`src/sv/crsfp_pkg.sv`:
```
// Package of the CRSF frame parser: sizes, codes, types and the CRC bit step.
package crsfp_pkg;

  // Frame buffer sizing
  localparam int MAX_FRAME = 64;
  localparam int POS_W     = $clog2(MAX_FRAME);

  // Accepted length byte range
  localparam logic [7:0] LEN_MIN = 8'd2;
  localparam logic [7:0] LEN_MAX = 8'(MAX_FRAME - 2);

  // Frame layout
  localparam logic [POS_W-1:0] TYPE_POS        = POS_W'(2);
  localparam logic [POS_W-1:0] RSSI_POS        = POS_W'(3);
  localparam logic [POS_W-1:0] LQ_POS          = POS_W'(5);
  localparam logic [POS_W-1:0] CHAN_FIRST_BYTE = POS_W'(3);
  localparam logic [7:0]       CHAN_LEN        = 8'd24;
  localparam logic [7:0]       LINK_MIN_LEN    = 8'd12;

  // Channel unpacking
  localparam int NUM_CHAN = 16;
  localparam int CHAN_W   = 11;
  localparam int IDX_W    = $clog2(NUM_CHAN);
  localparam int ACC_W    = CHAN_W - 1 + 8;
  localparam int NBITS_W  = $clog2(ACC_W + 1);

  // CRC-8 unit
  localparam logic [7:0] CRC_POLY          = 8'hD5;
  localparam int         CRC_BITS_PER_STEP = 2;
  localparam int         CRC_STEPS         = 8 / CRC_BITS_PER_STEP;
  localparam int         CRC_CNT_W         = $clog2(CRC_STEPS);

  // Configuration register indexes
  localparam logic [1:0] REG_SYNC      = 2'd0;
  localparam logic [1:0] REG_CHAN_TYPE = 2'd1;
  localparam logic [1:0] REG_LINK_TYPE = 2'd2;

  typedef enum logic [1:0] {
    EV_CHANNEL = 2'd0,
    EV_LINK    = 2'd1,
    EV_CRC_ERR = 2'd2
  } event_kind_e;

  typedef enum logic [2:0] {
    ST_IDLE,
    ST_FINISH,
    ST_EMIT_ERR,
    ST_EMIT_LINK,
    ST_RD,
    ST_FILL,
    ST_EMIT_CH
  } state_e;

  // Control from the parser to the CRC unit
  typedef struct packed {
    logic       clear;
    logic       start;
    logic [7:0] data;
  } crc_ctrl_t;

  // Advance the CRC by CRC_BITS_PER_STEP bits, MSB first
  function automatic logic [7:0] crc_advance(input logic [7:0] crc);
    logic [7:0] v;
    v = crc;
    for (int k = 0; k < CRC_BITS_PER_STEP; k++) begin
      v = v[7] ? ({v[6:0], 1'b0} ^ CRC_POLY) : {v[6:0], 1'b0};
    end
    return v;
  endfunction

endpackage

```
`src/sv/crsf_frame_parser_top.sv`:
```
// Top level of the CRSF frame parser: framing, frame buffer, decode and result register.
//
//   channel  direction  handshake               payload
//   rx       in         in_valid_i/in_stall_o   rx_byte_i
//   result   out        out_valid_o/out_stall_i event_kind_o .. last_o
//   config   in         cfg_we_i                cfg_index_i, cfg_wdata_i
//
// Sync and length bytes are taken as they come; a type or payload byte holds the input
// stalled while the CRC unit folds it in, 2 bits per cycle. The CRC byte is followed by
// the frame end check and, for a channels frame, by unpacking via the read port.
// Reset returns to hunting with all counters and the CRC at zero; no clearing pass.
// A stalled result holds the result register, and the byte input stalls whenever the
// parser is not idle, so also while the frame's next result waits for that register.
module crsf_frame_parser_top (
  input  logic               clk_i,
  input  logic               rst_ni,
  input  logic               in_valid_i,
  output logic               in_stall_o,
  input  logic [7:0]         rx_byte_i,
  output logic               out_valid_o,
  input  logic               out_stall_i,
  output logic [1:0]         event_kind_o,
  output logic [3:0]         channel_index_o,
  output logic [10:0]        channel_value_o,
  output logic signed [7:0]  rssi_dbm_o,
  output logic [7:0]         link_quality_o,
  output logic [31:0]        good_channel_frames_o,
  output logic [31:0]        crc_error_count_o,
  output logic               last_o,
  input  logic               cfg_we_i,
  input  logic [1:0]         cfg_index_i,
  input  logic [7:0]         cfg_wdata_i
);

  localparam int PW = crsfp_pkg::POS_W;

  crsfp_pkg::state_e state_q, state_d;

  logic [7:0] sync_q, chan_type_q, link_type_q;

  logic [PW-1:0] pos_q, pos_d;
  logic [7:0]    len_q, len_d;
  logic [7:0]    type_q, rssi_raw_q, lq_q;
  logic [7:0]    crc_byte_q;
  logic [31:0]   chan_frames_q, chan_frames_d;
  logic [31:0]   crc_fail_q, crc_fail_d;

  logic [7:0]    mem [crsfp_pkg::MAX_FRAME];
  logic [7:0]    rdata_q;
  logic          mem_we;
  logic          rd_en;

  logic [PW-1:0]                    rd_addr_q, rd_addr_d;
  logic [crsfp_pkg::ACC_W-1:0]      acc_q, acc_d;
  logic [crsfp_pkg::NBITS_W-1:0]    nbits_q, nbits_d;
  logic [crsfp_pkg::IDX_W-1:0]      ch_q, ch_d;

  logic                             out_valid_q;
  logic [1:0]                       kind_q;
  logic [3:0]                       idx_q;
  logic [10:0]                      val_q;
  logic [7:0]                       rssi_q, lqo_q;
  logic [31:0]                      good_q, errc_q;
  logic                             last_q;

  logic                             out_free, out_load;
  crsfp_pkg::event_kind_e           kind_d;
  logic [3:0]                       idx_d;
  logic [10:0]                      val_d;
  logic [7:0]                       rssi_d, lqo_d;
  logic                             last_d;

  crsfp_pkg::crc_ctrl_t             crc_ctrl;
  logic [7:0]                       crc_val;
  logic                             crc_busy;
  logic                             accept;
  logic                             frame_end;

  logic [crsfp_pkg::NBITS_W-1:0]    nbits_fill, nbits_emit;

  crsfp_crc_unit u_crc (
    .clk_i  (clk_i),
    .rst_ni (rst_ni),
    .ctrl_i (crc_ctrl),
    .crc_o  (crc_val),
    .busy_o (crc_busy)
  );

  // Configuration registers
  always_ff @(posedge clk_i or negedge rst_ni) begin
    if (!rst_ni) begin
      sync_q      <= 8'd200;
      chan_type_q <= 8'd22;
      link_type_q <= 8'd20;
    end else if (cfg_we_i) begin
      case (cfg_index_i)
        crsfp_pkg::REG_SYNC:      sync_q      <= cfg_wdata_i;
        crsfp_pkg::REG_CHAN_TYPE: chan_type_q <= cfg_wdata_i;
        crsfp_pkg::REG_LINK_TYPE: link_type_q <= cfg_wdata_i;
        default: ;
      endcase
    end
  end

  assign in_stall_o = (state_q != crsfp_pkg::ST_IDLE) || crc_busy;
  assign accept     = in_valid_i && !in_stall_o;
  assign frame_end  = (9'(pos_q) == (9'(len_q) + 9'd1));
  assign out_free   = !out_valid_q || !out_stall_i;
  assign nbits_fill = nbits_q + crsfp_pkg::NBITS_W'(8);
  assign nbits_emit = nbits_q - crsfp_pkg::NBITS_W'(crsfp_pkg::CHAN_W);

  // Sequence framing, frame end checks and channel unpacking
  always_comb begin
    state_d       = state_q;
    pos_d         = pos_q;
    len_d         = len_q;
    chan_frames_d = chan_frames_q;
    crc_fail_d    = crc_fail_q;
    rd_addr_d     = rd_addr_q;
    acc_d         = acc_q;
    nbits_d       = nbits_q;
    ch_d          = ch_q;
    crc_ctrl      = '{clear: 1'b0, start: 1'b0, data: rx_byte_i};
    mem_we        = 1'b0;
    rd_en         = 1'b0;
    out_load      = 1'b0;
    kind_d        = crsfp_pkg::EV_CHANNEL;
    idx_d         = 4'd0;
    val_d         = 11'd0;
    rssi_d        = 8'd0;
    lqo_d         = 8'd0;
    last_d        = 1'b1;
    case (state_q)
      crsfp_pkg::ST_IDLE: begin
        if (accept) begin
          if (pos_q == '0) begin
            if (rx_byte_i == sync_q) pos_d = PW'(1);
          end else if (pos_q == PW'(1)) begin
            if (rx_byte_i inside {[crsfp_pkg::LEN_MIN:crsfp_pkg::LEN_MAX]}) begin
              len_d          = rx_byte_i;
              pos_d          = PW'(2);
              crc_ctrl.clear = 1'b1;
            end else begin
              pos_d = '0;
            end
          end else if (frame_end) begin
            mem_we  = 1'b1;
            pos_d   = '0;
            state_d = crsfp_pkg::ST_FINISH;
          end else begin
            mem_we         = 1'b1;
            crc_ctrl.start = 1'b1;
            pos_d          = pos_q + 1'b1;
          end
        end
      end
      crsfp_pkg::ST_FINISH: begin
        if (crc_val != crc_byte_q) begin
          crc_fail_d = crc_fail_q + 32'd1;
          state_d    = crsfp_pkg::ST_EMIT_ERR;
        end else if (type_q == chan_type_q && len_q == crsfp_pkg::CHAN_LEN) begin
          chan_frames_d = chan_frames_q + 32'd1;
          rd_addr_d     = crsfp_pkg::CHAN_FIRST_BYTE;
          acc_d         = '0;
          nbits_d       = '0;
          ch_d          = '0;
          state_d       = crsfp_pkg::ST_RD;
        end else if (type_q == link_type_q && len_q >= crsfp_pkg::LINK_MIN_LEN) begin
          state_d = crsfp_pkg::ST_EMIT_LINK;
        end else begin
          state_d = crsfp_pkg::ST_IDLE;
        end
      end
      crsfp_pkg::ST_EMIT_ERR: begin
        kind_d = crsfp_pkg::EV_CRC_ERR;
        if (out_free) begin
          out_load = 1'b1;
          state_d  = crsfp_pkg::ST_IDLE;
        end
      end
      crsfp_pkg::ST_EMIT_LINK: begin
        kind_d = crsfp_pkg::EV_LINK;
        rssi_d = 8'(8'd0 - rssi_raw_q);
        lqo_d  = lq_q;
        if (out_free) begin
          out_load = 1'b1;
          state_d  = crsfp_pkg::ST_IDLE;
        end
      end
      crsfp_pkg::ST_RD: begin
        rd_en   = 1'b1;
        state_d = crsfp_pkg::ST_FILL;
      end
      crsfp_pkg::ST_FILL: begin
        // Append the byte above the bits still held
        acc_d     = acc_q | (crsfp_pkg::ACC_W'(rdata_q) << nbits_q);
        nbits_d   = nbits_fill;
        rd_addr_d = rd_addr_q + 1'b1;
        state_d   = (nbits_fill >= crsfp_pkg::NBITS_W'(crsfp_pkg::CHAN_W)) ?
                    crsfp_pkg::ST_EMIT_CH : crsfp_pkg::ST_RD;
      end
      crsfp_pkg::ST_EMIT_CH: begin
        kind_d = crsfp_pkg::EV_CHANNEL;
        idx_d  = 4'(ch_q);
        val_d  = acc_q[crsfp_pkg::CHAN_W-1:0];
        last_d = (ch_q == crsfp_pkg::IDX_W'(crsfp_pkg::NUM_CHAN - 1));
        if (out_free) begin
          out_load = 1'b1;
          acc_d    = acc_q >> crsfp_pkg::CHAN_W;
          nbits_d  = nbits_emit;
          ch_d     = ch_q + 1'b1;
          if (last_d) begin
            state_d = crsfp_pkg::ST_IDLE;
          end else if (nbits_emit >= crsfp_pkg::NBITS_W'(crsfp_pkg::CHAN_W)) begin
            state_d = crsfp_pkg::ST_EMIT_CH;
          end else begin
            state_d = crsfp_pkg::ST_RD;
          end
        end
      end
      default: state_d = crsfp_pkg::ST_IDLE;
    endcase
  end

  // Control state
  always_ff @(posedge clk_i or negedge rst_ni) begin
    if (!rst_ni) begin
      state_q       <= crsfp_pkg::ST_IDLE;
      pos_q         <= '0;
      len_q         <= 8'd0;
      chan_frames_q <= 32'd0;
      crc_fail_q    <= 32'd0;
      rd_addr_q     <= '0;
      acc_q         <= '0;
      nbits_q       <= '0;
      ch_q          <= '0;
    end else begin
      state_q       <= state_d;
      pos_q         <= pos_d;
      len_q         <= len_d;
      chan_frames_q <= chan_frames_d;
      crc_fail_q    <= crc_fail_d;
      rd_addr_q     <= rd_addr_d;
      acc_q         <= acc_d;
      nbits_q       <= nbits_d;
      ch_q          <= ch_d;
    end
  end

  // Capture header bytes and the received CRC as they pass
  always_ff @(posedge clk_i) begin
    if (mem_we) begin
      if (pos_q == crsfp_pkg::TYPE_POS) type_q     <= rx_byte_i;
      if (pos_q == crsfp_pkg::RSSI_POS) rssi_raw_q <= rx_byte_i;
      if (pos_q == crsfp_pkg::LQ_POS)   lq_q       <= rx_byte_i;
      crc_byte_q <= rx_byte_i;
    end
  end

  // Frame buffer: one write port, one registered read port
  always_ff @(posedge clk_i) begin
    if (mem_we) mem[pos_q] <= rx_byte_i;
  end

  always_ff @(posedge clk_i) begin
    if (rd_en) rdata_q <= mem[rd_addr_q];
  end

  // Result register
  always_ff @(posedge clk_i or negedge rst_ni) begin
    if (!rst_ni) begin
      out_valid_q <= 1'b0;
    end else if (out_load) begin
      out_valid_q <= 1'b1;
    end else if (!out_stall_i) begin
      out_valid_q <= 1'b0;
    end
  end

  always_ff @(posedge clk_i) begin
    if (out_load) begin
      kind_q <= kind_d;
      idx_q  <= idx_d;
      val_q  <= val_d;
      rssi_q <= rssi_d;
      lqo_q  <= lqo_d;
      good_q <= chan_frames_q;
      errc_q <= crc_fail_q;
      last_q <= last_d;
    end
  end

  assign out_valid_o           = out_valid_q;
  assign event_kind_o          = kind_q;
  assign channel_index_o       = idx_q;
  assign channel_value_o       = val_q;
  assign rssi_dbm_o            = $signed(rssi_q);
  assign link_quality_o        = lqo_q;
  assign good_channel_frames_o = good_q;
  assign crc_error_count_o     = errc_q;
  assign last_o                = last_q;

`ifndef NO_ASSERTIONS
  // The CRC must be settled when the frame end is checked
  assert property (@(posedge clk_i) disable iff (!rst_ni)
    (state_q == crsfp_pkg::ST_FINISH) |-> !crc_busy)
    else $error("frame end checked while CRC unit busy");

  // The last channel result carries the top channel index
  assert property (@(posedge clk_i) disable iff (!rst_ni)
    (out_valid_o && event_kind_o == crsfp_pkg::EV_CHANNEL && last_o)
      |-> (channel_index_o == 4'(crsfp_pkg::NUM_CHAN - 1)))
    else $error("last mark on wrong channel");

  // The error count moves by at most one per cycle
  assert property (@(posedge clk_i) disable iff (!rst_ni)
    ##1 ((crc_fail_q == $past(crc_fail_q)) || (crc_fail_q == $past(crc_fail_q) + 32'd1)))
    else $error("CRC error count jumped");

  // Inside a frame the position never passes the CRC byte
  assert property (@(posedge clk_i) disable iff (!rst_ni)
    (pos_q >= PW'(2)) |-> (9'(pos_q) <= (9'(len_q) + 9'd1)))
    else $error("byte position past frame end");

  // The unpacking buffer never holds more bits than it can
  assert property (@(posedge clk_i) disable iff (!rst_ni)
    nbits_q <= crsfp_pkg::NBITS_W'(crsfp_pkg::ACC_W))
    else $error("channel bit buffer overflow");
`endif

endmodule

```
`src/sv/crsfp_crc_unit.sv`:
```
// CRC-8 unit that folds one byte into the running CRC in steps of CRC_BITS_PER_STEP bits.
module crsfp_crc_unit (
  input  logic                 clk_i,
  input  logic                 rst_ni,
  input  crsfp_pkg::crc_ctrl_t ctrl_i,
  output logic [7:0]           crc_o,
  output logic                 busy_o
);

  logic [7:0]                     crc_q, crc_d;
  logic [crsfp_pkg::CRC_CNT_W-1:0] cnt_q, cnt_d;

  // Clear, start a byte with its first step, or run the remaining steps
  always_comb begin
    crc_d = crc_q;
    cnt_d = cnt_q;
    if (ctrl_i.clear) begin
      crc_d = 8'h00;
      cnt_d = '0;
    end else if (ctrl_i.start) begin
      crc_d = crsfp_pkg::crc_advance(crc_q ^ ctrl_i.data);
      cnt_d = crsfp_pkg::CRC_CNT_W'(crsfp_pkg::CRC_STEPS - 1);
    end else if (cnt_q != '0) begin
      crc_d = crsfp_pkg::crc_advance(crc_q);
      cnt_d = cnt_q - 1'b1;
    end
  end

  always_ff @(posedge clk_i or negedge rst_ni) begin
    if (!rst_ni) begin
      crc_q <= 8'h00;
      cnt_q <= '0;
    end else begin
      crc_q <= crc_d;
      cnt_q <= cnt_d;
    end
  end

  assign crc_o  = crc_q;
  assign busy_o = (cnt_q != '0);

endmodule

```
`config.mk`:
```
export PLATFORM = sky130hd
export DESIGN_NAME = crsf_frame_parser_top
export DESIGN_NICKNAME = d
export VERILOG_FILES = /design/src/sv/crsfp_pkg.sv /design/src/sv/crsf_frame_parser_top.sv /design/src/sv/crsfp_crc_unit.sv
export SDC_FILE = /design/constraint.sdc
export NUM_CORES = 1
export LEC_CHECK = 0
export ABC_CLOCK_PERIOD_IN_PS = 6910
export BUFFER_PORTS_ARGS = -buffer_cell sky130_fd_sc_hd__buf_2
export CAP_MARGIN = 20
export CORE_UTILIZATION = 64
export CTS_BUF_LIST = sky130_fd_sc_hd__clkbuf_8
export DETAILED_ROUTE_END_ITERATION = 10
export GPL_TIMING_DRIVEN = 0
export PLACE_DENSITY = 0.82
export SLEW_MARGIN = 25
export SYNTH_ARGS = -nofsm -noshare
export SYNTH_HDL_FRONTEND = slang
export SYNTH_SLANG_ARGS = --single-unit
```
`constraint.sdc`:
```
create_clock -name clk_i -period 6.91 [get_ports clk_i]
set_clock_uncertainty 0.1 [all_clocks]
set_input_delay 1.0365 -clock clk_i [delete_from_list [all_inputs] [get_ports clk_i]]
set_output_delay 1.0365 -clock clk_i [all_outputs]
set_load 0.01 [all_outputs]
```
==> impl_metrics.prom, run 1 <==
# TYPE chip_impl_metric gauge
chip_impl_info{name="outcome",value="completed"} 1
chip_impl_metric{name="finalCoreUtilization",unit="%"} 73.3
chip_impl_metric{name="final.period_utilization",unit="%"} 58.2
chip_impl_metric{name="synth.top_cell.area_share",unit="%"} 60.4
chip_impl_info{name="startpoint_type",value="register"} 1
chip_impl_metric{name="edff_count_synth",unit=""} 650
chip_impl_metric{name="clock_net_sink_count",unit=""} 799
chip_impl_metric{name="crit_fanout",unit=""} 8
chip_impl_metric{name="async_reset_ff_share",unit="%"} 18.6
chip_impl_metric{name="max_slew.worst_pin.slew",unit="ns"} 0.948
chip_impl_info{name="cts_tree",value="yes"} 1
chip_impl_metric{name="number_of_global_route_vias_before_repair",unit=""} 18031
chip_impl_metric{name="start_util",unit="%"} 65.5
chip_impl_metric{name="total_power",unit="mW"} 10.5
chip_impl_info{name="ys_dominant_reg_cell",value="sky130_fd_sc_hd__edfxtp_1"} 1
chip_impl_metric{name="route.detailed.drc",unit=""} 0
chip_impl_metric{name="design.final.nets",unit=""} 2112
chip_impl_metric{name="grt_first_pass_wirelength",unit="um"} 105000
chip_impl_metric{name="filler_cell_count",unit=""} 2862
chip_impl_metric{name="maximum_number_of_pins_on_one_net_before_global_route_repair",unit=""} 82
chip_impl_metric{name="clock.fmax",unit="MHz"} 249
chip_impl_metric{name="path_buf_inv",unit=""} 3
chip_impl_metric{name="dpl_worst_slack",unit="ns"} 3.00
chip_impl_metric{name="dp.final_hpwl",unit="um"} 44200
chip_impl_metric{name="cts_setup_buffers",unit=""} 0
chip_impl_info{name="clk_root_buffer_cell",value="sky130_fd_sc_hd__clkbuf_8"} 1
chip_impl_metric{name="grt_antenna_before_repair",unit=""} 0
chip_impl_metric{name="port_buffers",unit=""} 122
chip_impl_metric{name="finalHoldViolCount",unit=""} 0
chip_impl_metric{name="ctsResizeCount",unit=""} 0
chip_impl_metric{name="die_height",unit="um"} 227
chip_impl_metric{name="post_layout_nonfiller_instances",unit=""} 2836
chip_impl_metric{name="via_count",unit=""} 17782
chip_impl_metric{name="die-width",unit="um"} 227
chip_impl_metric{name="synthesis.area_per_instance",unit="um^2"} 17.7
chip_impl_metric{name="synthesis.nets",unit=""} 1865
chip_impl_info{name="synth_largest_area_cell",value="sky130_fd_sc_hd__edfxtp_1"} 1
chip_impl_info{name="largest_cells_by_area_after_synthesis",value="sky130_fd_sc_hd__edfxtp_1 (60%), sky130_fd_sc_hd__mux4_2 (11%), sky130_fd_sc_hd__dfrtp_1 (11%)"} 1
chip_impl_metric{name="worst_vdd_rail_ir_drop",unit="mV"} 0.230
chip_impl_info{name="timing.critical_path.cells",value="clkbuf_1 > inv_1 > ha_1 > nor2_1 > inv_1 > a211oi_1 > nand3_1 > nor2_1"} 1
chip_impl_metric{name="clock_pin_transition_on_the_worst_setup_and_hold_timing_paths",unit="ns"} 0.07
chip_impl_metric{name="yosysUniqueCellTypes",unit=""} 76
chip_impl_metric{name="multi_input_comb_area",unit="mm^2"} 0.00863
chip_impl_metric{name="timing.final.ws_setup",unit="ns"} 2.89
chip_impl_metric{name="yosys_warnings",unit=""} 0
chip_impl_metric{name="p_per_area",unit="mW/mm^2"} 289
chip_impl_info{name="hold_class",value="in2async"} 1
chip_impl_metric{name="postSynthCellCount",unit=""} 1827
chip_impl_info{name="crit_path_end_kind",value="register"} 1
chip_impl_metric{name="layout-drive-gt1-share",unit="%"} 25.0
chip_impl_metric{name="sequential_cell_area",unit="mm^2"} 0.0233
chip_impl_info{name="grt_setup_unrepaired",value="false"} 1
chip_impl_metric{name="finalCriticalPeriod",unit="ns"} 4.02
chip_impl_metric{name="crit_arrival",unit="ns"} 4.25
chip_impl_metric{name="floorplan.die_area",unit="mm^2"} 0.0514
chip_impl_metric{name="power.static_leakage",unit="nW"} 12.6
chip_impl_metric{name="setup-tns-final",unit="ns"} 0
chip_impl_metric{name="drt_first_pass_iters",unit=""} 9
chip_impl_metric{name="globalRouteTotalUtil",unit="%"} 28.1
chip_impl_metric{name="route.antenna.remaining_nets",unit=""} 0
chip_impl_metric{name="ys_ff_latch",unit=""} 799
chip_impl_metric{name="final_design_area_no_fill",unit="mm^2"} 0.0362
chip_impl_metric{name="ioPinCount",unit=""} 123
chip_impl_metric{name="drtIter0Drc",unit=""} 2059
chip_impl_metric{name="via_cell_ratio",unit=""} 6.27
chip_impl_metric{name="synth-seq-area-share",unit="%"} 72.0
chip_impl_metric{name="row_count",unit=""} 81
chip_impl_metric{name="area.growth.synth_to_final",unit="%"} 12.0
chip_impl_metric{name="antennaDiodeCount",unit=""} 0
chip_impl_metric{name="timing_max_transition_violations_final",unit=""} 0
chip_impl_metric{name="slew_headroom",unit="%"} 36.8
chip_impl_metric{name="number_of_clock_buffers_inserted_by_tritoncts",unit=""} 117
chip_impl_metric{name="route.final.wire_length",unit="um"} 69600
chip_impl_metric{name="required",unit="ns"} 7.14
chip_impl_metric{name="wl_per_cell",unit="um"} 24.5
chip_impl_metric{name="clk_path_buf_depth",unit=""} 3
chip_impl_metric{name="worst_path_largest_cell_delay",unit="ns"} 0.89
chip_impl_metric{name="netlist_area",unit="mm^2"} 0.0323
chip_impl_metric{name="postPlaceCellArea",unit="mm^2"} 0.0340
chip_impl_metric{name="grt.overflow.total",unit=""} 0
chip_impl_metric{name="drv_cap",unit=""} 0
chip_impl_metric{name="ctsHoldBuffers",unit=""} 0
chip_impl_metric{name="numPlacedInstances",unit=""} 2619
chip_impl_metric{name="clkLatencyLatePin",unit="ns"} 0.72
chip_impl_metric{name="gp_congestion",unit=""} 0.919
chip_impl_metric{name="setup_viol",unit=""} 0
chip_impl_info{name="worstSetupPathType",value="reg2reg"} 1
chip_impl_metric{name="hold-worst-slack",unit="ns"} 0.187
chip_impl_info{name="highest_delay_cell_along_the_critical_path",value="sky130_fd_sc_hd__nor2_1"} 1
chip_impl_info{name="cpLargestDelayFamily",value="simple AND/OR/NAND/NOR gates"} 1
chip_impl_metric{name="htree_num_levels",unit=""} 3
chip_impl_metric{name="core_area",unit="mm^2"} 0.0494
registers in the layout (all words and copies together) (netlist names), 11 cells and up:
signal	flops
good_channel_frames_o	32
chan_frames_q	32
acc_q	18
crc_error_count_o	32
mem	512
channel_value_o	11
crc_fail_q	32
cell type report:
type	count	area share, %
repair buffers	128	2.23
plain buffers	82	1.02
clock inverters	91	1.37
inverters	22	0.228
clock buffers	126	4.79
flip-flops and latches	799	64.2
multi-input cells	924	23.8
well taps	664	2.29
power by group:
group | leakage (nW) | total (mW) | internal (mW) | switching (mW)
clock network | 1.26 | 3.57 | 1.83 | 1.74
logic | 3.49 | 1.24 | 0.496 | 0.745
registers | 7.86 | 5.64 | 5.51 | 0.129
cell usage in the layout (no fill, tap or decap), types with 10 or more instances in the layout:
cell type | synthesis | routed
sky130_fd_sc_hd__buf_2 | 29 | 142
sky130_fd_sc_hd__nor3_1 | 17 | 17
sky130_fd_sc_hd__ha_1 | 15 | 15
sky130_fd_sc_hd__nor2_1 | 127 | 127
sky130_fd_sc_hd__clkbuf_8 | 0 | 126
sky130_fd_sc_hd__edfxtp_1 | 650 | 650
sky130_fd_sc_hd__clkinv_2 | 0 | 20
sky130_fd_sc_hd__o21ai_0 | 27 | 27
sky130_fd_sc_hd__dfrtp_1 | 141 | 141
sky130_fd_sc_hd__buf_1 | 13 | 12
sky130_fd_sc_hd__and2_1 | 34 | 34
sky130_fd_sc_hd__a21oi_1 | 33 | 32
sky130_fd_sc_hd__mux4_2 | 160 | 160
sky130_fd_sc_hd__nand2_1 | 85 | 85
sky130_fd_sc_hd__clkinv_1 | 1 | 31
sky130_fd_sc_hd__mux2_2 | 30 | 30
sky130_fd_sc_hd__clkbuf_1 | 35 | 35
sky130_fd_sc_hd__nand3_1 | 40 | 40
sky130_fd_sc_hd__xnor2_1 | 96 | 96
sky130_fd_sc_hd__a22oi_1 | 22 | 22
sky130_fd_sc_hd__mux2i_1 | 13 | 13
sky130_fd_sc_hd__nand4_1 | 28 | 28
sky130_fd_sc_hd__inv_1 | 19 | 50
sky130_fd_sc_hd__buf_4 | 2 | 10
sky130_fd_sc_hd__xor2_1 | 38 | 38
sky130_fd_sc_hd__and3_1 | 22 | 22
Yosys cell counts (9+ instances only):
| master | n |
|---|---|
| sky130_fd_sc_hd__edfxtp_1 | 650 |
| sky130_fd_sc_hd__a22oi_1 | 22 |
| sky130_fd_sc_hd__xor2_1 | 38 |
| sky130_fd_sc_hd__nand2_1 | 85 |
| sky130_fd_sc_hd__ha_1 | 15 |
| sky130_fd_sc_hd__dfrtp_1 | 141 |
| sky130_fd_sc_hd__nand3b_1 | 9 |
| sky130_fd_sc_hd__clkbuf_1 | 35 |
| sky130_fd_sc_hd__a21oi_1 | 33 |
| sky130_fd_sc_hd__nor2_1 | 127 |
| sky130_fd_sc_hd__nand3_1 | 40 |
| sky130_fd_sc_hd__mux2_2 | 30 |
| sky130_fd_sc_hd__and3_1 | 22 |
| sky130_fd_sc_hd__and2_1 | 34 |
| sky130_fd_sc_hd__nand4_1 | 28 |
| sky130_fd_sc_hd__buf_1 | 13 |
| sky130_fd_sc_hd__mux4_2 | 160 |
| sky130_fd_sc_hd__mux2i_1 | 13 |
| sky130_fd_sc_hd__xnor2_1 | 96 |
| sky130_fd_sc_hd__inv_1 | 19 |
| sky130_fd_sc_hd__buf_2 | 29 |
| sky130_fd_sc_hd__nor3_1 | 17 |
| sky130_fd_sc_hd__o21ai_0 | 27 |
cells by family (layout without fill, tap and decap cells):
group | count (synthesis) | count (layout) | synth area share (%)
simple gates | 423 | 423 | 6.70
xor+xnor | 134 | 134 | 3.63
mux | 203 | 203 | 12.6
flops | 799 | 799 | 72.0
compound gates | 149 | 149 | 3.13
fa+ha+maj | 15 | 15 | 0.581
buf+inv | 104 | 449 | 1.39
layer usage:
metal	GRT usage, %	vias up	routed length (um)
met5	0	-	0
met4	10.9	0	2420
met2	47.2	950	35600
met1	36.5	8980	25400
met3	5.57	182	6230
li1	-	7670	-
worst paths after layout:
check,from,to,slack (ns),depth (start not counted)
setup / recovery,pos_q[1],mem[35][4],2.89,8
hold / removal,rst_ni,crc_fail_q[15],0.19,1
setup reg to reg,pos_q[1],mem[35][4],2.89,8
hold reg to reg,crc_fail_q[14],crc_error_count_o[14],0.35,0
max in group asynchronous,rst_ni,chan_type_q[1],5.69,2
min in group clk_i,crc_fail_q[14],crc_error_count_o[14],0.35,0
(Power assumes the default switching activity.)
==> run 2: changes to the inputs <==
--- a/config.mk
+++ b/config.mk
@@ -5,14 +5,14 @@
 export SDC_FILE = /design/constraint.sdc
 export NUM_CORES = 1
 export LEC_CHECK = 0
-export ABC_CLOCK_PERIOD_IN_PS = 6910
+export ABC_CLOCK_PERIOD_IN_PS = 3430
 export BUFFER_PORTS_ARGS = -buffer_cell sky130_fd_sc_hd__buf_2
 export CAP_MARGIN = 20
-export CORE_UTILIZATION = 64
+export CORE_UTILIZATION = 58
 export CTS_BUF_LIST = sky130_fd_sc_hd__clkbuf_8
 export DETAILED_ROUTE_END_ITERATION = 10
 export GPL_TIMING_DRIVEN = 0
-export PLACE_DENSITY = 0.82
+export PLACE_DENSITY = 0.78
 export SLEW_MARGIN = 25
 export SYNTH_ARGS = -nofsm -noshare
 export SYNTH_HDL_FRONTEND = slang
==> constraint.sdc (replaced) <==
create_clock -name clk_i -period 3.43 [get_ports clk_i]
set_clock_uncertainty 0.1 [all_clocks]
set_input_delay 0.5145 -clock clk_i [delete_from_list [all_inputs] [get_ports clk_i]]
set_output_delay 0.5145 -clock clk_i [all_outputs]
set_load 0.01 [all_outputs]
==> run 2 against run 1 <==
  * Non-clock buffer count increased by 9
  * Power up 100%
  * Largest cell class unchanged
  * Die area increased by 10%
  * Register-to-register slack worse by 2.8 ns
  * Maximum frequency is 19% higher
  * Setup slack lost 2.8 ns
  * First-iteration DRC count shrank 30%
  * Via count fell by 1.0%
==> impl_metrics.prom, run 2 (synthesis results as in run 1) <==
# TYPE chip_impl_metric gauge
chip_impl_metric{name="drt_first_pass_iters",unit=""} 7
chip_impl_metric{name="via_count",unit=""} 17603
chip_impl_info{name="highest_delay_cell_along_the_critical_path",value="sky130_fd_sc_hd__nor2_2"} 1
chip_impl_info{name="startpoint_type",value="register"} 1
chip_impl_metric{name="number_of_clock_buffers_inserted_by_tritoncts",unit=""} 121
chip_impl_metric{name="row_count",unit=""} 86
chip_impl_metric{name="finalHoldViolCount",unit=""} 0
chip_impl_metric{name="globalRouteTotalUtil",unit="%"} 25.0
chip_impl_info{name="layout.cells.most_common",value="sky130_fd_sc_hd__edfxtp_1"} 1
chip_impl_metric{name="clock_net_sink_count",unit=""} 799
chip_impl_metric{name="grt_antenna_before_repair",unit=""} 1
chip_impl_metric{name="final.period_utilization",unit="%"} 98.8
chip_impl_info{name="clk_root_buffer_cell",value="sky130_fd_sc_hd__clkbuf_8"} 1
chip_impl_metric{name="floorplan.die_area",unit="mm^2"} 0.0567
chip_impl_metric{name="route.detailed.drc",unit=""} 0
chip_impl_metric{name="global_route.usage.met2",unit="%"} 41.4
chip_impl_metric{name="setup-tns-final",unit="ns"} 0
chip_impl_metric{name="drtIter0Drc",unit=""} 1449
chip_impl_metric{name="hold-worst-slack",unit="ns"} 0.0809
chip_impl_metric{name="worst_path_largest_cell_delay",unit="ns"} 0.63
chip_impl_info{name="cts_tree",value="yes"} 1
chip_impl_metric{name="largest_register_ff_count",unit=""} 512
chip_impl_info{name="crit_path_end_kind",value="register"} 1
chip_impl_metric{name="crit_arrival",unit="ns"} 3.64
chip_impl_metric{name="setup_viol",unit=""} 0
chip_impl_metric{name="ioPinCount",unit=""} 123
chip_impl_metric{name="grt.overflow.total",unit=""} 0
chip_impl_metric{name="area.growth.synth_to_final",unit="%"} 13.3
chip_impl_metric{name="max_slew.worst_pin.slew",unit="ns"} 0.984
chip_impl_metric{name="route.antenna.remaining_nets",unit=""} 0
chip_impl_metric{name="total_power",unit="mW"} 21.3
chip_impl_info{name="outcome",value="completed"} 1
chip_impl_info{name="hold_class",value="in2reg"} 1
chip_impl_metric{name="core_area",unit="mm^2"} 0.0551
chip_impl_metric{name="via_cell_ratio",unit=""} 6.00
chip_impl_metric{name="die_height",unit="um"} 238
chip_impl_metric{name="design.final.nets",unit=""} 2125
chip_impl_metric{name="maximum_number_of_pins_on_one_net_before_global_route_repair",unit=""} 97
chip_impl_metric{name="finalCriticalPeriod",unit="ns"} 3.39
chip_impl_metric{name="clkLatencyLatePin",unit="ns"} 0.74
chip_impl_metric{name="use_met3",unit="%"} 4.63
chip_impl_metric{name="wl_per_cell",unit="um"} 23.4
chip_impl_metric{name="timing_max_transition_violations_final",unit=""} 0
chip_impl_metric{name="clock.fmax",unit="MHz"} 295
chip_impl_metric{name="grt_first_pass_wirelength",unit="um"} 105000
chip_impl_metric{name="slew_headroom",unit="%"} 34.4
chip_impl_info{name="worst_path_most_repeated_cell",value="sky130_fd_sc_hd__inv_1"} 1
chip_impl_metric{name="required",unit="ns"} 3.68
chip_impl_metric{name="die-width",unit="um"} 238
chip_impl_metric{name="grt.met1_usage",unit="%"} 33.3
chip_impl_info{name="critPathLaunch",value="pos_q[1]"} 1
chip_impl_metric{name="cts_setup_buffers",unit=""} 0
chip_impl_info{name="grt_setup_unrepaired",value="true"} 1
chip_impl_metric{name="timing.final.ws_setup",unit="ns"} 0.0416
chip_impl_metric{name="p_per_area",unit="mW/mm^2"} 581
chip_impl_metric{name="clk_path_buf_depth",unit=""} 3
chip_impl_metric{name="crit_fanout",unit=""} 8
chip_impl_metric{name="htree_num_levels",unit=""} 3
chip_impl_metric{name="start_util",unit="%"} 58.7
chip_impl_metric{name="drv_cap",unit=""} 0
chip_impl_info{name="worstSetupPathType",value="reg2reg"} 1
chip_impl_info{name="grt_most_used_layer",value="met2"} 1
chip_impl_metric{name="worst_vdd_rail_ir_drop",unit="mV"} 0.481
chip_impl_metric{name="clock_pin_transition_on_the_worst_setup_and_hold_timing_paths",unit="ns"} 0.06
chip_impl_info{name="r2r_start",value="pos_q[1]"} 1
chip_impl_info{name="commonest_non_fill_non_tap_cells_in_the_layout",value="sky130_fd_sc_hd__edfxtp_1 (650), sky130_fd_sc_hd__mux4_2 (160), sky130_fd_sc_hd__buf_2 (142)"} 1
chip_impl_metric{name="route.final.wire_length",unit="um"} 68700
chip_impl_info{name="regMostFlops",value="mem"} 1
chip_impl_metric{name="gp_congestion",unit=""} 0.909
chip_impl_metric{name="power.static_leakage",unit="nW"} 12.7
chip_impl_info{name="timing.critical_path.cells",value="clkbuf_1 > inv_1 > ha_1 > nor2_1 > inv_1 > a211oi_2 > nand2_1 > nor2_2"} 1
chip_impl_metric{name="number_of_global_route_vias_before_repair",unit=""} 17988
chip_impl_metric{name="filler_cell_count",unit=""} 3668
chip_impl_metric{name="dp.final_hpwl",unit="um"} 43800
chip_impl_metric{name="layout-drive-gt1-share",unit="%"} 27.1
chip_impl_metric{name="port_buffers",unit=""} 122
chip_impl_info{name="worstHoldStart",value="rx_byte_i[1]"} 1
chip_impl_metric{name="dpl_worst_slack",unit="ns"} -0.365
-- run 2: changes by cell type in the layout (fill, tap and decap cells not counted), sizes merged --
cell,change
buf,+1
inv,+17
clkbuf,+1
bufinv,+1
dlygate4sd3,+9
clkinvlp,-3
diode,+2
clkinv,-15
-- run 2: worst paths after layout --
kind	slack (ns)	end	cells after the start
max	0.04	mem[34][5]	8
min	0.08	mem[31][1]	1
max reg2reg	0.04	mem[34][5]	8
min reg2reg	0.36	crc_error_count_o[14]	0
max in group asynchronous	2.18	chan_type_q[1]	3
min in group asynchronous	0.22	u_crc.crc_o[6]	2
-- run 2: layout make-up --
cell class / instances / area [um^2] / area share [%]
antenna: 2 / 5.00 / 0.0137
buffer: 82 / 373 / 1.02
clock buffer: 128 / 1760 / 4.81
clock inverter: 91 / 522 / 1.43
inverter: 22 / 82.6 / 0.226
multi-input combinational: 924 / 8780 / 24.0
sequential: 799 / 23300 / 63.5
tap: 748 / 936 / 2.56
timing repair buffer: 137 / 896 / 2.45
-- run 2: per-layer routing --
layer  share of wire [%]  wire length (um)  vias to the layer above
met1                  40             27700                     8978
met3                 6.8              4700                      159
met4                 3.5              2400                        0
li1                    -                 -                     7716
met2                  49             33900                      750
met5                   0                 0                        -
-- run 2: per-stage QoR --
step                instances  util (%)  instance area, um^2
CTS                      2931      66.3                36500
detailed placement       2703      61.9                34100
floorplan                1827         -                32300
global placement         2697      61.5                33900
global route             2933      66.5                36600
finish                   2933      66.5                36600
-- run 2: timing repair --
action / in CTS / in global routing
endpoints found under the hold margin: 77 / 0
hold buffers: 9 / 0
gates resized for setup: 37 / 22
gates cloned: 0 / 0
pin swaps: 0 / 0
setup endpoints to repair: 320 / 432
-- run 2: critical path: cells and delay by family (launching register included) --
family	cells	cell delay, ns
buffers and inverters	3	0.57
adders and majority gates	1	0.23
and+or+nand+nor	3	1.34
AOI/OAI and AO/OA	1	0.40
DFF	1	0.37
-- run 2: where the power goes --
part | total, mW | internal, mW | leakage (nW) | switching (mW)
Clock | 7.39 | 3.82 | 1.34 | 3.57
Combinational | 2.51 | 1.01 | 3.54 | 1.50
Sequential | 11.4 | 11.1 | 7.86 | 0.259
Total | 21.3 | 15.9 | 12.7 | 5.33
